===== src/rtl/plpr_pkg.sv =====
`timescale 1ns / 1ps
`default_nettype none

package plpr_pkg;

  localparam int unsigned BYTE_W = 8;
  localparam int unsigned WORD_W = 16;

  // sync pair: first byte (either form), then second byte
  localparam logic [BYTE_W-1:0] SYNC_FIRST     = 8'h88;
  localparam logic [BYTE_W-1:0] SYNC_FIRST_ALT = 8'h10;
  localparam logic [BYTE_W-1:0] SYNC_SECOND    = 8'h33;

  localparam logic [BYTE_W-1:0] ACK_BYTE = 8'h81;

  localparam logic [BYTE_W-1:0] CMD_INIT   = 8'h01;
  localparam logic [BYTE_W-1:0] CMD_PRINT  = 8'h02;
  localparam logic [BYTE_W-1:0] CMD_DATA   = 8'h04;
  localparam logic [BYTE_W-1:0] CMD_STATUS = 8'h0F;

  localparam logic [BYTE_W-1:0] ST_CLEAR    = 8'h00;
  localparam logic [BYTE_W-1:0] ST_CSUM_ERR = 8'h01;
  localparam logic [BYTE_W-1:0] ST_PRINTING = 8'h04;
  localparam logic [BYTE_W-1:0] ST_DATA_RDY = 8'h08;

endpackage

`default_nettype wire


===== src/rtl/printer_link_packet_receiver.sv =====
// Path: input word -> input register -> reply register -> reply word on m_tvalid.
// Throughput: one word per cycle unless a reply is stalled; the parser state
// advances in a single pass between the input register and the reply register.
// Reset: rst (synchronous, active high) empties both registers and returns the
// parser to sync hunting with all counters, sums and status cleared.
`timescale 1ns / 1ps
`default_nettype none

module printer_link_packet_receiver (
  input  logic                       clk,
  input  logic                       rst,
  input  logic                       s_tvalid,
  output logic                       s_tready,
  input  logic [plpr_pkg::BYTE_W-1:0] s_tdata,   // [7:0] rx_byte
  output logic                       m_tvalid,
  input  logic                       m_tready,
  output logic [plpr_pkg::BYTE_W-1:0] m_tdata    // [7:0] reply_byte
);
  import plpr_pkg::*;

  logic              in_valid;
  logic [BYTE_W-1:0] in_byte;
  logic [BYTE_W-1:0] reply;
  logic              advance;

  assign advance  = in_valid && (!m_tvalid || m_tready);
  assign s_tready = !in_valid || advance;

  plpr_core u_core (
    .clk        (clk),
    .rst        (rst),
    .step_en    (advance),
    .rx_byte    (in_byte),
    .reply_byte (reply)
  );

  always_ff @(posedge clk) begin
    if (rst) begin
      in_valid <= 1'b0;
      m_tvalid <= 1'b0;
    end else begin
      if (s_tready) begin
        in_valid <= s_tvalid;
      end
      if (advance) begin
        m_tvalid <= 1'b1;
      end else if (m_tready) begin
        m_tvalid <= 1'b0;
      end
    end
  end

  always_ff @(posedge clk) begin
    if (s_tready && s_tvalid) begin
      in_byte <= s_tdata;
    end
    if (advance) begin
      m_tdata <= reply;
    end
  end

endmodule

`default_nettype wire


===== src/rtl/plpr_core.sv =====
`timescale 1ns / 1ps
`default_nettype none

module plpr_core (
  input  logic                       clk,
  input  logic                       rst,
  input  logic                       step_en,
  input  logic [plpr_pkg::BYTE_W-1:0] rx_byte,
  output logic [plpr_pkg::BYTE_W-1:0] reply_byte
);
  import plpr_pkg::*;

  typedef enum logic [2:0] {
    PH_HUNT = 3'd0,
    PH_CMD  = 3'd1,
    PH_COMP = 3'd2,
    PH_LEN  = 3'd3,
    PH_DATA = 3'd4,
    PH_CSUM = 3'd5,
    PH_ACK  = 3'd6
  } phase_t;

  phase_t              phase, phase_next;
  logic [WORD_W-1:0]   position, position_next;
  logic [WORD_W-1:0]   payload_length, payload_length_next;
  logic [WORD_W-1:0]   running_sum, running_sum_next;
  logic [WORD_W-1:0]   sent_checksum, sent_checksum_next;
  logic [BYTE_W-1:0]   pending_command, pending_command_next;
  logic [BYTE_W-1:0]   status_byte, status_byte_next;
  logic [BYTE_W-1:0]   previous_byte;
  logic                data_pending, data_pending_next;

  logic [WORD_W-1:0]   pos_inc;
  logic [WORD_W-1:0]   sum_add;
  logic [WORD_W-1:0]   len_full;
  logic [WORD_W-1:0]   chk_full;
  logic                resync;
  logic                cmd_known;
  logic                dp_data;

  assign pos_inc  = position + WORD_W'(1);
  assign sum_add  = running_sum + {{(WORD_W-BYTE_W){1'b0}}, rx_byte};
  assign len_full = {payload_length[WORD_W-1:BYTE_W] | rx_byte, payload_length[BYTE_W-1:0]};
  assign chk_full = {sent_checksum[WORD_W-1:BYTE_W] | rx_byte, sent_checksum[BYTE_W-1:0]};
  assign resync   = (previous_byte == SYNC_FIRST || previous_byte == SYNC_FIRST_ALT) &&
                    (rx_byte == SYNC_SECOND) && (position <= WORD_W'(6));
  assign cmd_known = rx_byte == CMD_INIT || rx_byte == CMD_PRINT ||
                     rx_byte == CMD_DATA || rx_byte == CMD_STATUS ||
                     rx_byte == SYNC_FIRST || rx_byte == SYNC_FIRST_ALT;
  assign dp_data  = data_pending || (payload_length != '0);

  always_comb begin
    phase_next           = phase;
    position_next        = position;
    payload_length_next  = payload_length;
    running_sum_next     = running_sum;
    sent_checksum_next   = sent_checksum;
    pending_command_next = pending_command;
    status_byte_next     = status_byte;
    data_pending_next    = data_pending;
    reply_byte           = '0;

    if (resync) begin
      phase_next       = PH_CMD;
      position_next    = WORD_W'(2);
      running_sum_next = '0;
    end else begin
      case (phase)
        PH_CMD: begin
          pending_command_next = rx_byte;
          running_sum_next     = sum_add;
          if (cmd_known) begin
            phase_next    = PH_COMP;
            position_next = WORD_W'(3);
          end else begin
            // unknown command: drop the packet
            phase_next    = PH_HUNT;
            position_next = '0;
          end
        end
        PH_COMP: begin
          position_next    = pos_inc;
          running_sum_next = sum_add;
          phase_next       = PH_LEN;
        end
        PH_LEN: begin
          position_next    = pos_inc;
          running_sum_next = sum_add;
          if (pos_inc == WORD_W'(5)) begin
            payload_length_next = {{(WORD_W-BYTE_W){1'b0}}, rx_byte};
          end else if (pos_inc == WORD_W'(6)) begin
            position_next       = '0;
            payload_length_next = len_full;
            phase_next          = (len_full != '0) ? PH_DATA : PH_CSUM;
          end
        end
        PH_DATA: begin
          position_next    = pos_inc;
          running_sum_next = sum_add;
          if (pos_inc == payload_length) begin
            position_next = '0;
            phase_next    = PH_CSUM;
          end
        end
        PH_CSUM: begin
          position_next = pos_inc;
          if (pos_inc == WORD_W'(1)) begin
            sent_checksum_next = {{(WORD_W-BYTE_W){1'b0}}, rx_byte};
          end else if (pos_inc == WORD_W'(2)) begin
            position_next      = '0;
            sent_checksum_next = chk_full;
            phase_next         = PH_ACK;
            if (running_sum != chk_full) begin
              status_byte_next = status_byte | ST_CSUM_ERR;
            end else begin
              status_byte_next = status_byte & ~ST_CSUM_ERR;
            end
          end
        end
        PH_ACK: begin
          if (rx_byte == '0) begin
            if (pos_inc == WORD_W'(1)) begin
              position_next = pos_inc;
              reply_byte    = ACK_BYTE;
            end else begin
              position_next    = '0;
              running_sum_next = '0;
              phase_next       = PH_HUNT;
              reply_byte       = status_byte;
              case (pending_command)
                CMD_INIT: begin
                  status_byte_next  = ST_CLEAR;
                  data_pending_next = 1'b0;
                  reply_byte        = ST_CLEAR;
                end
                CMD_PRINT: begin
                  status_byte_next  = ST_PRINTING;
                  data_pending_next = 1'b0;
                  reply_byte        = ST_PRINTING;
                end
                CMD_DATA: begin
                  data_pending_next = dp_data;
                  if (dp_data) begin
                    status_byte_next = ST_DATA_RDY;
                    reply_byte       = ST_DATA_RDY;
                  end
                end
                default: begin
                end
              endcase
            end
          end
        end
        default: begin
          // hunting: hold the word as a possible first sync byte
          phase_next    = PH_HUNT;
          position_next = WORD_W'(1);
        end
      endcase
    end
  end

  always_ff @(posedge clk) begin
    if (rst) begin
      phase           <= PH_HUNT;
      position        <= '0;
      payload_length  <= '0;
      running_sum     <= '0;
      sent_checksum   <= '0;
      pending_command <= '0;
      status_byte     <= '0;
      previous_byte   <= '0;
      data_pending    <= 1'b0;
    end else if (step_en) begin
      phase           <= phase_next;
      position        <= position_next;
      payload_length  <= payload_length_next;
      running_sum     <= running_sum_next;
      sent_checksum   <= sent_checksum_next;
      pending_command <= pending_command_next;
      status_byte     <= status_byte_next;
      previous_byte   <= rx_byte;
      data_pending    <= data_pending_next;
    end
  end

endmodule

`default_nettype wire


===== config.mk =====
export PLATFORM = sky130hd
export DESIGN_NAME = printer_link_packet_receiver
export DESIGN_NICKNAME = d
export VERILOG_FILES = /design/src/rtl/plpr_pkg.sv /design/src/rtl/printer_link_packet_receiver.sv /design/src/rtl/plpr_core.sv
export SDC_FILE = /design/constraint.sdc
export NUM_CORES = 1
export LEC_CHECK = 0
export BUFFER_PORTS_ARGS = -buffer_cell sky130_fd_sc_hd__buf_2
export CAP_MARGIN = 15
export CORE_MARGIN = 2
export CORE_UTILIZATION = 30
export DETAILED_ROUTE_END_ITERATION = 10
export GPL_TIMING_DRIVEN = 0
export MAX_ROUTING_LAYER = met4
export PLACE_DENSITY = 0.46
export RECOVER_POWER = 50
export SLEW_MARGIN = 20
export SYNTH_ARGS = -nofsm -noshare
export SYNTH_HDL_FRONTEND = slang
export SYNTH_SLANG_ARGS = --single-unit

===== constraint.sdc =====
create_clock -name clk -period 5.4 [get_ports clk]
set_input_delay 0.27 -clock clk [delete_from_list [all_inputs] [get_ports clk]]
set_output_delay 0.27 -clock clk [all_outputs]
set_load 0.02 [all_outputs]

# After elaboration in Yosys (flattened, before gate mapping)
# Cells that the tools add are included.
# totals
reg_bits	110
latch_bits	0
ramBits	0
romBits	0
input_bits	12
out_inout_bits	10
memories	0
# op_classes
add_sub_neg	2
n_mul	0
n_div	0
n_lt_le_gt_ge	1
eq_ne	35
shifts	0
n_mux	41
bitwise_logic	7
n_reduce_logical	39
# op_table
cell	n
two-way mux 16 bit	15
one-hot mux 16 bit (6 select lines)	1
two-way mux 8 bit	6
equality test 16 x 3 -> 1 bit (second input constant)	2
one-hot mux 16 bit (2 select lines)	1
nonzero test 16 bit	2
two-way mux 3 bit	8
one-hot mux 8 bit (3 select lines)	1
AND reduction 4 bit	5
one-hot mux 3 bit (6 select lines)	1
adder 16 x 1 -> 16 bit (second input constant)	1
adder 16 x 8 -> 16 bit	1
equality test 16 x 1 -> 1 bit (second input constant)	1
equality test 16 bit	1
equality test 16 x 2 -> 1 bit (second input constant)	1
equality test 8 x 1 -> 1 bit (second input constant)	2
equality test 8 x 2 -> 1 bit (second input constant)	2
equality test 8 x 3 -> 1 bit (second input constant)	2
equality test 8 x 5 -> 1 bit (second input constant)	2
equality test 8 bit (second input constant)	2
<= comparator 16 x 3 -> 1 bit (second input constant)	1
inequality test 16 bit	1
OR 8 bit	2
one-hot mux 8 bit (2 select lines)	1
27 further kinds	63

# Depth between registers and ports, before layout
# Gate-level depths: netlist of the first run.
# depth
depth_word	9
ltp_mapped	13
ltp_nobuf	10

# By module
# A second synthesis of the first run with hierarchy kept.
# hier_totals
hier_cells	705
area_unflattened_um2	6217.2
# modules_own_cells
module	instances	cells_each	area_each_um2	seq_area_each_um2
plpr_core	1	679	5632.9	1841.8
printer_link_packet_receiver	1	26	584.3	520.5

# Worst setup path before layout of the first run
# Ideal clock, no wire load.
# synth_timing
kind	register to register
start	register u_core.position[0]
end	register u_core.payload_length[11]
arrival_ns	2.731
t_required_ns	5.286
setup_slack_ns	2.556
path_stages_with_launch	14
n_path_buf	4
period_less_slack_ns	2.844
cell_sequence	dfxtp_1 -> ha_1 -> and3_1 -> clkbuf_1 -> nand3_1 -> a211o_1 -> a211oi_2 -> buf_4 -> nand3_1 -> nor4_1 -> buf_4 -> or2_1 -> buf_4 -> nor2_1
# synth_between
elab_chain_cells	4
# synth_rtl
element	line_no	rtl
start: declaration	plpr_core.sv:24	logic [WORD_W-1:0] position, position_next;
start signal: assignment	plpr_core.sv:176	position <= position_next;
adder 16 x 1 -> 16 bit / <= comparator 16 x 3 -> 1 bit (equally long branches)	plpr_core.sv:41, plpr_core.sv:46	
equality test 16 x 3 -> 1 bit, or another cell as far along	plpr_core.sv:91	end else if (pos_inc == WORD_W'(6)) begin
nonzero test 2 bit (no source line) / inverter 1 bit (equally long branches)	-	
AND reduction 4 bit (no source line)	-	
end signal: assignment	plpr_core.sv:177	payload_length <= payload_length_next;
end: declaration	plpr_core.sv:25	logic [WORD_W-1:0] payload_length, payload_length_next;
# Several ways; a longest one is shown, not always the timed one.
# A chain may end at the register's enable or synchronous reset.

# Final worst setup path of the first run
# layout_timing
start	register u_core.position[0]
end	register u_core.payload_length[14]
# The elaborated chain is that of the path after synthesis.

==> results.cfg, run 1 <==
[status]
run_status = finished, final reports clean

[yosys]
yosysTopAreaCellShare = 0.294
synth_fp_nets = 802
async_flop_share = 0
ys_ff_latch = 110
synth.avg_cell_area_sq_um = 8.24
synthTopCellsByCount = 94 x dfxtp_1, 94 x nor2_1, 72 x nand2_1
synth_ff_type = dfxtp_1
yosysSeqAreaShare = 0.369
syn-cell-area_sq_um = 6400
yosysUniqueCellTypes = 70
synth_cells = 777
synth_edf_count = 16
yosys_warnings = 0
synthTopCellsByArea = dfxtp_1 29%, edfxtp_1 7.5%, nor2_1 5.5%, nand2_1 4.2%, a21oi_1 4.1%
synth_top_cell_by_area = dfxtp_1

[clock_tree]
cts_made_buffers = 9
cts_sinks = 110
cts_setup_buffers = 0
worst_skew_pair.late_latency_ns = 0.37
cts_tree = built
cts.repair.resized = 0
htreeDepth = 3
cts_root_buffer = clkbuf_16
cts_max_path_buffers = 2
path_clk_slew_ns = 0.08
holdBufCountCts = 0

[global_route]
grt_max_degree = 20
grt_pass1_wl_mm = 31.8
antenna_found_initial = 0
track_usage = 0.189
grt_pass1_vias = 5532
overflow = 0

[route]
top_layer_used = met4
dr_wl_met2_mm = 9.21
wirelength_mm = 19.8
drt-initial-drc-count = 507
num_vias = 5735
dr_wl_met3_um = 610
vias_per_cell = 5.27
drc = 0
wl_per_cell_um = 18.2
met1_length_mm = 9.80
ant_nets = 0
drt-pass1-iter-count = 5

[sta]
skew_ns = 0.0106
final.min_clock_period_ns = 4.18
slew_violations = 0
max_freq_mhz = 239
setup_viol = 0
maxSlewHeadroom = 0.294
fin_setup_tns_ns = 0
hold_ws_ns = 0.0762
finalHoldViolCount = 0
worst_pin_slew_ns = 1.05
fin_crit_sh = 0.774
rsz0062_at_grt = no

[power]
p_sw_uw = 470
cellLeakagePower_uw = 0.00265
pwr-share-seq = 0.497
vdd_ir_drop_max_uv = 146
swShare = 0.272
intPower_uw = 1260
clockPowerShare = 0.408
combPwrFrac = 0.095
powerDensity_nw_per_um2 = 242

[run]
cap_violations = 0

[finish]
filler_cell_count = 2281
syn_to_final_growth_pct = 11.4
finalCoreUtilization = 0.340
diodes = 0
drive_gt1_frac = 0.0701
nets = 833

[die]
fp-row-count = 53
die_w_um = 150
die-area_sq_um = 22500
fp.dieH_um = 150
io_pins = 22
initial_core_util = 0.305
core_area_sq_um = 21000

[worst_setup_path]
worstSetupEndpointType = register
worst_ep_arrival_time_ns = 4.44
crit_buf_inv = 3
cp-start-kind = register
cp_slowest_cell = a211oi_1
worst_path_largest_cell_delay_ns = 0.57
crit_required_ns = 5.66
reg2reg_depth = 12
cp_top_family = simple AND/OR/NAND/NOR gates
path_depth = 12
crit_type = register to register
crit_chain = ha_1, nand3_1, nor3_1, a31oi_1, a211oi_1, clkbuf_1, nand3_1, nor4_1, buf_4, or2_1, buf_4, nor2_1
crit_fanout = 10

[min_path]
hp-class = primary input to register
hold_depth = 1

[place]
gp_congestion = 0.853
hpwlAfterDp_mm = 14.7
portBuffers = 20
-- layout by cell type (no fill, tap or decap), drive strengths merged, types with 12 or more instances in the layout --
cell type  netlist  final
buf             25     31
edfxtp          16     16
nand4           15     15
clkbuf          31     56
xnor2           24     24
inv             21     23
and2            13     13
mux2i           26     26
dfxtp           94     94
nor2            94     94
o21ai           32     32
nand3           31     31
xor2            23     23
nor3            20     20
a31oi           13     13
nor4            20     20
ha              12     12
and3            13     13
nand2           73     73
o2111ai         19     19
a21oi           53     53
-- stage by stage --
stage          std cells  setup WS (ns)  area, sq um  total power, uW
5_1_grt             1088          0.958         7130             1800
6_report            1088           1.22         7130             1730
3_3_place_gp        1072           1.62         6840             1050
2_1_floorplan        777           2.56         6400              988
4_1_cts             1088           1.61         7160             1750
3_5_place_dp        1072           1.65         6840             1050
-- cell families (layout without fill, tap and decap cells) --
logic type	after synthesis	count (layout)	share of synthesized area
buffers and inverters	77	113	0.0510
flip-flops	110	110	0.369
adder cells (fa/ha/maj)	13	13	0.0266
AND/OR/NAND/NOR	317	317	0.251
XOR/XNOR	47	47	0.0643
multiplexers	26	26	0.0407
AO/OA/AOI/OAI	187	187	0.198
-- final timing paths --
path / slack [ns] / to / start
worst max-delay path: 1.22 / u_core.payload_length[14] / u_core.position[0]
worst min-delay path: 0.08 / in_byte[5] / s_tdata[5]
worst max register to register: 1.22 / u_core.payload_length[14] / u_core.position[0]
worst min register to register: 0.46 / u_core.previous_byte[6] / u_core.previous_byte[6]
-- per-layer routing --
layer | vias up | track usage
met1 | 2715 | 0.261
met3 | 12 | 0.0247
met5 | - | -
li1 | 2900 | -
met2 | 108 | 0.297
met4 | 0 | 0.0406
-- sequential cells by signal (all words and copies together), names as in the netlist --
register / flops
u_core.data_pending: 1
u_core.phase: 3
u_core.running_sum: 16
u_core.previous_byte: 8
u_core.payload_length: 16
m_tvalid: 1
m_tdata: 8
u_core.sent_checksum: 16
u_core.status_byte: 8
in_valid: 1
u_core.position: 16
u_core.pending_command: 8
in_byte: 8
-- power groups by stage --
stage | Sequential [uW] | Combinational (uW) | Clock [uW]
2_1_floorplan | 877 | 111 | 0
3_5_place_dp | 877 | 168 | 0
3_3_place_gp | 877 | 169 | 0
5_1_grt | 861 | 183 | 754
4_1_cts | 858 | 168 | 728
6_report | 858 | 164 | 704
-- layout make-up --
cell class / count / area (sq um) / area share
Timing Repair Buffer: 20 / 87.6 / 0.0123
Multi-Input combinational cell: 590 / 3700 / 0.519
Buffer: 56 / 241 / 0.0339
Clock buffer: 11 / 264 / 0.0370
Tap cell: 275 / 344 / 0.0483
Inverter: 21 / 78.8 / 0.0111
Sequential cell: 110 / 2360 / 0.331
Clock inverter: 5 / 48.8 / 0.00684
No activity file was read; power rests on OpenSTA's default activity.
==> run 2, diff against run 1 <==
Clock period 5.4 ns to 4.1 ns, I/O delays scaled along.
==> run 2 against run 1 <==
Effect of this change: largest power group unchanged; critical path type unchanged; die area stayed put; non-clock buffer count is 2 higher; routed wire length is 0.17% higher; setup slack worse by 0.93 ns; clock power is 31% higher.
==> results.cfg, run 2 (same netlist as run 1, synthesis figures left out) <==
[sta]
fin_crit_sh = 0.928
rsz0062_at_grt = no
maxSlewHeadroom = 0.275
skew_ns = 0.0106
fin_setup_tns_ns = 0
max_freq_mhz = 263
worst_pin_slew_ns = 1.08
setup_viol = 0
slew_violations = 0
final.min_clock_period_ns = 3.81
finalHoldViolCount = 0

[route]
wl_per_cell_um = 18.2
ant_nets = 0
wirelength_mm = 19.9
drt-pass1-iter-count = 5
drt-initial-drc-count = 425
drc = 0
vias_per_cell = 5.32
num_vias = 5804

[die]
initial_core_util = 0.305
io_pins = 22
die_w_um = 150
fp.dieH_um = 150
die-area_sq_um = 22500
core_area_sq_um = 21000
fp-row-count = 53

[global_route]
track_usage = 0.190
grt_max_degree = 20
antenna_found_initial = 0
grt_pass1_wl_mm = 31.8
overflow = 0
grt_pass1_vias = 5550

[finish]
diodes = 0
multi_input_area_sq_um = 3710
nets = 835
layout_common_cells = 94 x nor2_1, 94 x dfxtp_1, 73 x nand2_1, 52 x a21oi_1, 45 x clkbuf_1
seqCellArea_sq_um = 2360
syn_to_final_growth_pct = 11.8
drive_gt1_frac = 0.0712
filler_cell_count = 2276
design_area_sq_um = 7160

[clock_tree]
cts_max_path_buffers = 2
worst_skew_pair.late_latency_ns = 0.36
holdBufCountCts = 2
cts_root_buffer = clkbuf_16
path_clk_slew_ns = 0.08
cts_sinks = 110
cts_tree = built
cts_made_buffers = 9
htreeDepth = 3
cts_setup_buffers = 0
cts.repair.resized = 0

[worst_setup_path]
worst_ep_arrival_time_ns = 4.06
crit_required_ns = 4.36
worstSetupEndpointType = register
crit_fanout = 10
cp-start-kind = register
crit_type = register to register

[run]
cap_violations = 0

[place]
portBuffers = 20
gp_congestion = 0.853
hpwlAfterDp_mm = 14.7
dpl_cell_area_sq_um = 6840

[power]
cellLeakagePower_uw = 0.00266
powerDensity_nw_per_um2 = 318
vdd_ir_drop_max_uv = 192

[min_path]
hp-class = primary input to register

[status]
run_status = finished, final reports clean
## run 2: cell types whose count changed in the layout (fill, tap and decap cells not counted)
cell,delta
buf_4,+1
buf_2,-1
a211oi_1,-1
and2_0,-1
dlygate4sd3_1,+2
and2_1,+1
a211oi_2,+1
## run 2: worst max-delay path, stage by stage, from the launching register on
cell      delay, ns
dfxtp_1        0.53
ha_1           0.30
nand3_1        0.29
nor3_1         0.54
a31oi_1        0.18
a211oi_2       0.40
buf_4          0.24
nand3_1        0.15
nor4_1         0.43
buf_4          0.27
or2_1          0.14
buf_4          0.16
nor2_1         0.05
## run 2: path summary, 6_finish.rpt
check,from,slack [ns],end,depth (start not counted)
max,u_core.position[0],0.29,u_core.payload_length[8],12
min,s_tdata[0],0.01,in_byte[0],1
max reg2reg,u_core.position[0],0.29,u_core.payload_length[8],12
min reg2reg,u_core.status_byte[5],0.46,u_core.status_byte[5],1
## run 2: area by class of cell
cell class / instances / area share
Sequential cell: 110 / 0.330
Buffer: 56 / 0.0341
Clock buffer: 11 / 0.0369
Tap cell: 275 / 0.0481
Timing Repair Buffer: 22 / 0.0150
Multi-Input combinational cell: 590 / 0.518
Inverter: 21 / 0.0110
Clock inverter: 5 / 0.00682
## run 2: routing by layer
metal / global-route usage / vias up / share of wire
li1: - / 2904 / -
met1: 0.261 / 2774 / 0.49
met2: 0.298 / 111 / 0.46
met3: 0.0247 / 15 / 0.035
met4: 0.0406 / 0 / 0.012
met5: - / - / 0
## run 2: metrics by stage
stage                     cells  total power (uW)  setup slack, ns   util  hold WS, ns
final                      1090              2270            0.295  0.342       0.0145
after global routing       1090              2370           0.0487  0.342      0.00595
after CTS                  1090              2310            0.306  0.342      0.00163
after detailed placement   1072              1380            0.355  0.327        0.383
after global placement     1072              1380            0.325  0.327        0.381
after floorplan             777              1300             1.26      -        0.304
## run 2: report_power, final
group	total [uW]	internal [uW]	leakage (uW)	switching, uW
combinational	220	67.0	0.00160	153
clock	924	478	0.000152	446
sequential	1130	1110	0.000910	17.9
total	2270	1660	0.00266	617
==> run 3, diff against run 2 <==
Settings changed: CORE_UTILIZATION 30 to 43, PLACE_DENSITY 0.46 to 0.61.
==> run 3 against run 2 <==
Effect of this change: clock power decreased by 5.8%; hold slack got worse by 0.0041 ns; routed wire length decreased by 6.7%; final area decreased by 2.2%; highest routed layer unchanged.
==> results.cfg, run 3 (same netlist as run 1, synthesis figures left out) <==
[status]
run_status = finished, final reports clean

[worst_setup_path]
crit_fanout = 10
cp_slowest_cell = dfxtp_1
crit_type = register to register
rr_endpoint = u_core.phase[0]
cp-start-kind = register
crit_chain = ha_1, nand3_1, nor2_1, o31ai_1, and3_1, clkbuf_1, and3_1, clkbuf_1, o21ai_1, a221o_1, a2111oi_2
worstSetupEndpoint = u_core.phase[0]
reg2reg_depth = 11
cp_top_family = compound AO/OA/AOI/OAI gates
worst_ep_arrival_time_ns = 4.01
path_depth = 11
r2r-start = u_core.position[0]
crit_required_ns = 4.35
worst_path_largest_cell_delay_ns = 0.43
worstSetupEndpointType = register
startpoint = u_core.position[0]
crit_buf_inv = 2
rrSetupSlack_ns = 0.35

[sta]
worst_pin_slew_ns = 0.948
setup_viol = 0
slew_violations = 0
final.min_clock_period_ns = 3.75
fin_setup_tns_ns = 0
skew_ns = 0.0117
finalHoldViolCount = 0
rsz0062_at_grt = no
maxSlewHeadroom = 0.362
fin_crit_sh = 0.915
max_freq_mhz = 266

[route]
wirelength_mm = 18.5
drt-initial-drc-count = 666
ant_nets = 0
drt-pass1-iter-count = 5
num_vias = 5979
wl_per_cell_um = 18.6
vias_per_cell = 6.00
drc = 0

[finish]
diodes = 0
filler_cell_count = 1425
nets = 833
multi_input_area_sq_um = 3710
syn_to_final_growth_pct = 9.40
seqCellArea_sq_um = 2360
layout_common_cells = 94 x nor2_1, 94 x dfxtp_1, 73 x nand2_1, 52 x a21oi_1, 45 x clkbuf_1
drive_gt1_frac = 0.0713

[clock_tree]
cts_root_buffer = clkbuf_16
path_clk_slew_ns = 0.08
worst_skew_pair.late_latency_ns = 0.37
htreeDepth = 3
cts_setup_buffers = 0
cts.repair.resized = 0
holdBufCountCts = 0
cts_tree = built
cts_made_buffers = 9
cts_max_path_buffers = 2
cts_sinks = 110

[power]
cellLeakagePower_uw = 0.00265
p_total_uw = 2220
vdd_ir_drop_max_uv = 236
powerDensity_nw_per_um2 = 316

[die]
die_w_um = 126
die-area_sq_um = 15900
initial_core_util = 0.440
core_area_sq_um = 14500
io_pins = 22
fp-row-count = 44
fp.dieH_um = 126

[place]
gp_congestion = 0.987
portBuffers = 20
hpwlAfterDp_mm = 13.8

[global_route]
antenna_found_initial = 0
overflow = 0
grt_pass1_vias = 5578
grt_max_degree = 21
track_usage = 0.241
grt_pass1_wl_mm = 29.5

[min_path]
hp-start = s_tdata[6]
hp-class = primary input to register

[run]
cap_violations = 0
## run 3: cell count changes in the layout (fill, tap and decap cells not counted), sizes merged
cell / before / now
clkbuf: 56 / 54
inv: 23 / 25
dlygate4sd3: 2 / 0
clkinv: 2 / 3
clkinvlp: 1 / 0
## run 3: power by group
part / switching (uW) / leakage (uW) / internal [uW] / total (uW)
Sequential: 17.5 / 0.000910 / 1110 / 1130
Combinational: 150 / 0.00159 / 65.7 / 216
Clock: 443 / 0.000145 / 427 / 870
## run 3: metal layers
layer,GRT usage,wire [um],share of wire,vias to the layer above
met5,-,0,0,-
met4,0.0957,560,0.030,0
met3,0.0467,964,0.052,33
met2,0.380,8740,0.47,182
met1,0.306,8270,0.45,2874
li1,-,-,-,2890
## run 3: cell type report
| class | count | area share |
|---|---|---|
| Buffer | 56 | 0.0348 |
| Timing Repair Buffer | 20 | 0.0125 |
| Clock buffer | 9 | 0.0322 |
| Inverter | 21 | 0.0113 |
| Sequential cell | 110 | 0.337 |
| Tap cell | 184 | 0.0329 |
| Multi-Input combinational cell | 590 | 0.530 |
| Clock inverter | 7 | 0.00929 |
## run 3: how the worst min path moves through the flow
stage,slack [ns],to,depth (start not counted)
floorplan,0.30,in_byte[0],0
global placement,0.38,in_byte[1],1
detailed placement,0.38,in_byte[1],1
CTS,0.002,in_byte[5],1
global route,0.004,in_byte[5],1
finish,0.01,in_byte[6],1
## run 3: per-stage QoR
step	hold slack [ns]	std cells	setup slack (ns)	instance area, sq um	util
6_report	0.0104	997	0.347	7000	0.482
5_1_grt	0.00400	997	0.109	7000	0.482
4_1_cts	0.00215	997	0.449	7020	0.483
3_5_place_dp	0.383	981	0.460	6730	0.463
3_3_place_gp	0.382	981	0.483	6730	0.463
2_1_floorplan	0.304	777	1.26	6400	-
